--- config.mk ---
export PLATFORM = sky130hd
export DESIGN_NAME = gbn_ctrl
export DESIGN_NICKNAME = d
export VERILOG_FILES = /design/src/gbn_pkg.sv /design/src/gbn_ctrl.sv
export SDC_FILE = /design/constraint.sdc
export NUM_CORES = 1
export LEC_CHECK = 0
export ABC_CLOCK_PERIOD_IN_PS = 2100
export BUFFER_PORTS_ARGS = -buffer_cell sky130_fd_sc_hd__buf_2
export CAP_MARGIN = 40
export CORE_AREA = 2 2 39 41
export DETAILED_ROUTE_END_ITERATION = 10
export DIE_AREA = 0 0 41 43
export PLACE_DENSITY = 0.44
export SYNTH_ARGS = -nofsm -noshare
export SYNTH_HDL_FRONTEND = slang
export SYNTH_SLANG_ARGS = --single-unit
--- constraint.sdc ---
create_clock -name clk -period 2.1 [get_ports clk]
set_clock_uncertainty 0.2 [all_clocks]
set_input_delay 0.105 -clock clk [delete_from_list [all_inputs] [get_ports clk]]
set_output_delay 0.105 -clock clk [all_outputs]
set_load 0.01 [all_outputs]
--- src/gbn_pkg.sv ---
// ----------------------------------------------------------------------------
// gbn_pkg: shared types and constants
// Operation codes, result kinds, transmit phases, controller states and the
// command and status bundles between controller and datapath.
// ----------------------------------------------------------------------------
package gbn_pkg;

    localparam int SESSION_SLOTS_DEF = 1024;
    localparam int SLOT_BITS_DEF     = 10;
    localparam int SEQ_BITS_DEF      = 24;

    localparam int OP_W    = 3;
    localparam int KIND_W  = 3;
    localparam int WIN_W   = 24;
    localparam int PPA_W   = 8;
    localparam int IP_W    = 32;
    localparam int TIPL_W  = 8;
    localparam int PTYPE_W = 2;
    localparam int CFG_IDX_W  = 1;
    localparam int CFG_DATA_W = 24;

    localparam logic [TIPL_W-1:0] BCAST_BYTE = 8'hff;
    localparam logic [WIN_W-1:0]  WINDOW_RESET = 24'd64;

    localparam logic [CFG_IDX_W-1:0] REG_WINDOW = 1'b0;
    localparam logic [CFG_IDX_W-1:0] REG_PPA    = 1'b1;

    localparam logic [OP_W-1:0] OP_RX      = 3'd0;
    localparam logic [OP_W-1:0] OP_TX_REQ  = 3'd1;
    localparam logic [OP_W-1:0] OP_TX_FIN  = 3'd2;
    localparam logic [OP_W-1:0] OP_TIMEOUT = 3'd3;
    localparam logic [OP_W-1:0] OP_OPEN    = 3'd4;
    localparam logic [OP_W-1:0] OP_CLOSE   = 3'd5;

    localparam logic [PTYPE_W-1:0] PT_DATA = 2'd0;
    localparam logic [PTYPE_W-1:0] PT_ACK  = 2'd1;
    localparam logic [PTYPE_W-1:0] PT_NACK = 2'd2;

    localparam logic [KIND_W-1:0] K_VERDICT = 3'd0;
    localparam logic [KIND_W-1:0] K_RESP    = 3'd1;
    localparam logic [KIND_W-1:0] K_TIMER   = 3'd2;
    localparam logic [KIND_W-1:0] K_RETX    = 3'd3;
    localparam logic [KIND_W-1:0] K_GRANT   = 3'd4;

    typedef enum logic [1:0] {
        PH_IDLE = 2'd0,
        PH_HELD = 2'd1,
        PH_WAIT = 2'd2
    } tx_phase_t;

    // Controller: IDLE takes an item, READ reads the held slot and session
    // entry, EXEC computes and writes back, EMIT drains results one by one.
    typedef enum logic [1:0] {
        ST_IDLE = 2'd0,
        ST_READ = 2'd1,
        ST_EXEC = 2'd2,
        ST_EMIT = 2'd3
    } ctrl_state_t;

    typedef struct packed {
        logic capture;
        logic exec;
        logic pop;
    } ctrl_cmd_t;

    typedef struct packed {
        logic results_left;
    } dp_status_t;

endpackage

--- src/gbn_ctrl.sv ---
// ----------------------------------------------------------------------------
// gbn_ctrl: sequencing controller
// Walks each item through read, execute and result drain.
// ----------------------------------------------------------------------------
module gbn_ctrl (
    input  logic                 clk,
    input  logic                 rst_n,
    input  logic                 in_valid,
    input  logic                 out_ready,
    input  logic                 clear_busy,
    input  gbn_pkg::dp_status_t  status,
    output logic                 in_ready,
    output logic                 out_valid,
    output gbn_pkg::ctrl_cmd_t   cmd,
    output gbn_pkg::ctrl_state_t state
);
    gbn_pkg::ctrl_state_t state_reg, state_next;

    always_ff @(posedge clk or negedge rst_n)
    begin
        if (!rst_n)
        begin
            state_reg <= gbn_pkg::ST_IDLE;
        end
        else
        begin
            state_reg <= state_next;
        end
    end

    always_comb
    begin
        state_next = state_reg;
        case (state_reg)
            gbn_pkg::ST_IDLE:
            begin
                if (in_valid && !clear_busy)
                begin
                    state_next = gbn_pkg::ST_READ;
                end
            end
            gbn_pkg::ST_READ: state_next = gbn_pkg::ST_EXEC;
            gbn_pkg::ST_EXEC: state_next = gbn_pkg::ST_EMIT;
            gbn_pkg::ST_EMIT:
            begin
                if (!status.results_left)
                begin
                    state_next = gbn_pkg::ST_IDLE;
                end
            end
            default: state_next = gbn_pkg::ST_IDLE;
        endcase
    end

    always_comb
    begin
        in_ready    = 1'b0;
        out_valid   = 1'b0;
        cmd         = '0;
        case (state_reg)
            gbn_pkg::ST_IDLE:
            begin
                in_ready    = !clear_busy;
                cmd.capture = in_valid && !clear_busy;
            end
            gbn_pkg::ST_EXEC: cmd.exec = 1'b1;
            gbn_pkg::ST_EMIT:
            begin
                out_valid = status.results_left;
                cmd.pop   = status.results_left && out_ready;
            end
            default: ;
        endcase
    end

    assign state = state_reg;
endmodule

==> results by group <==
Run status
  – Outcome: finished clean

STA
  – Fin crit share: 80.40%
  – # setup viols final: 0
  – F_max: 592.3 MHz
  – Max-slew violation count: 0
  – RSZ-0062 raised after global routing: false
  – Minimum clock period: 1.688 ns
  – Slew Limit Headroom: 89.13%
  – Final Hold Vio Count: 0
  – Setup WS post-layout: 0.4117 ns
  – Slew @ Worst Pin: 0.1631 ns
  – Worst hold slack: 0.1026 ns
  – TNS Setup: 0 ns

Detailed routing
  – 1st-iter DRT viols: 1
  – Vias per std cell: 3.354
  – DRT antenna net count: 0
  – Detailed Routing Iterations Pass 1: 2
  – Detailed-route DRC error count: 0
  – Final WL: 385 um
  – Total number of vias: 161
  – DR WL/cell: 8.021 um

Clock tree
  – H-tree depth: 1
  – CTS buffer count: 3
  – # Post-CTS Setup Buffers: 0
  – Worst-path clk slew: 0.03 ns
  – Clock Root Buffer: clkbuf_4
  – Sink Count: 2
  – CTS Buffer Depth: 2
  – CTS Hold Bufs: 2
  – TritonCTS clock tree: built
  – Post-CTS Resized: 0
  – Clock Latency Late Sink: 0.22 ns

Power
  – Comb power frac: 58.3%
  – Switching pwr: 0.1496 mW
  – Switching share of power: 37.16%
  – VDD IR max: 0.4796 mV
  – Clock Power Share: 20.8%
  – Pint: 0.2530 mW
  – Leakage: 0.1738 nW
  – Flop pwr share: 20.8%
  – Power per cell area: 1329 mW/mm^2

Floorplanning
  – Core area: 0.001384 sq mm
  – Starting density of the core: 13.02%
  – Chip Width: 41 um
  – Die area: 0.001763 sq mm
  – Row cnt: 14
  – DIE HEIGHT: 43 um
  – I/O Pins: 13

Synthesis
  – Synth cell types: 11
  – Yosys top cell by area: dfrtp_1
  – Synth top area share: 27.78%
  – Syn. warnings: 0
  – Cells after synthesis: 15
  – Top cells by area, synth: dfrtp_1 (28%), ha_1 (21%), a21oi_4 (9.0%)
  – Syn Nets: 24
  – Mean post-synth cell area: 12.01 sq um
  – Synth Cell Area: 180.2 sq um
  – Number of synthesized register bits: 2
  – Register area share after synthesis: 27.78%

Final layout
  – Largest register FFs: 2
  – Final Instance Area: 302.8 sq um
  – Layout area overhead: 68.06%
  – Antenna cells: 0
  – Layout cells sized above 1: 62.50%
  – Nets: 43

Global route
  – Largest net degree at the start of global routing: 6
  – First-pass GRT wire length: 586 um
  – Initial antenna violation count: 0
  – Vias in the first global route: 154
  – Total gr overflow: 0
  – GR Util All Layers: 5.422%

Setup path
  – Critical Path AT: 1.38 ns
  – R2R Setup Slk: 0.57 ns
  – Critical Path End Type: output pin
  – Worst flop-to-flop path startpoint: state[1]$_DFFE_PN0P_
  – Critical path type: reg2out
  – Crit-path max FO: 4
  – Critical path startpoint category: register
  – Critical Path Source: state[0]$_DFFE_PN0P_
  – Worst Path Required: 1.79 ns

Placed design
  – DP Area: 260.3 sq um
  – I/O Buffers: 12
  – Gpl congestion: 0.5867
  – Pre-CTS WS: 0.5738 ns
  – Final HPWL DP: 315.2 um

Job
  – Max-capacitance violation count: 0

Hold path
  – Hold Crit Class: in2reg
  – Worst hold start: status
[routing by layer]
metal	track usage, %	vias up	wire, um
li1	-	84	-
met1	5.788	67	152
met2	6.563	10	185
met3	1.571	0	47
met4	8.000	0	0
met5	0	-	0
[logic make-up after synthesis]
logic type | share of synthesized area, %
adder cells (fa/ha/maj) | 20.84
AO/OA/AOI/OAI | 14.59
AND/OR/NAND/NOR | 24.31
multiplexers | 8.331
buffers and inverters | 4.168
flip-flops | 27.78
[final timing paths]
check | cells past startpoint | to
max | 5 | cmd[2]
min | 3 | state[0]$_DFFE_PN0P_
max reg2reg | 4 | state[1]$_DFFE_PN0P_
min reg2reg | 1 | state[0]$_DFFE_PN0P_
max in group asynchronous | 3 | state[0]$_DFFE_PN0P_
min in group asynchronous | 3 | state[1]$_DFFE_PN0P_
[cells in the final DEF (no fill, tap or decap)]
cell type,netlist,final
dlygate4sd3_1,0,2
dfrtp_1,2,2
and2_4,1,1
inv_1,2,2
nand2b_4,1,1
ha_1,3,3
clkbuf_4,0,3
mux2_4,1,1
buf_2,0,12
a21oi_4,1,1
and3_2,1,1
and2_1,1,1
o32a_1,1,1
and2b_1,1,1
[through the flow]
stage               util [%]  cells  total power, mW
floorplan                  -     15           0.2502
global placement       18.81     43           0.3205
detailed placement     18.81     43           0.3213
CTS                    21.88     48           0.4153
global route           21.88     48           0.4428
finish                 21.88     48           0.4025
[power by group through the flow]
| stage | registers, mW | logic (mW) | clock network [mW] |
|---|---|---|---|
| 2_1_floorplan | 0.0909 | 0.159 | 0 |
| 3_3_place_gp | 0.0833 | 0.237 | 0 |
| 3_5_place_dp | 0.0845 | 0.237 | 0 |
| 4_1_cts | 0.0840 | 0.241 | 0.0907 |
| 5_1_grt | 0.0860 | 0.265 | 0.0915 |
| 6_report | 0.0839 | 0.235 | 0.0839 |
[layout make-up]
type / count / area (sq um)
well taps: 16 / 20.02
multi-input cells: 11 / 122.6
flip-flops and latches: 2 / 50.05
clock buffers: 3 / 22.52
repair buffers: 14 / 80.08
fillers: 153 / 1081
inverters: 2 / 7.507
[synth_stat cells]
| cell type | number |
|---|---|
| ha_1 | 3 |
| dfrtp_1 | 2 |
| inv_1 | 2 |
| a21oi_4 | 1 |
| and2_1 | 1 |
| and2_4 | 1 |
| and2b_1 | 1 |
| and3_2 | 1 |
| mux2_4 | 1 |
| nand2b_4 | 1 |
| o32a_1 | 1 |
[worst max-delay path: stages (launching register included)]
cell	delay (ns)
dfrtp_1	0.37
inv_1	0.08
ha_1	0.25
and2b_1	0.18
and2_1	0.14
buf_2	0.13
Power figures use the tool's default switching activity.
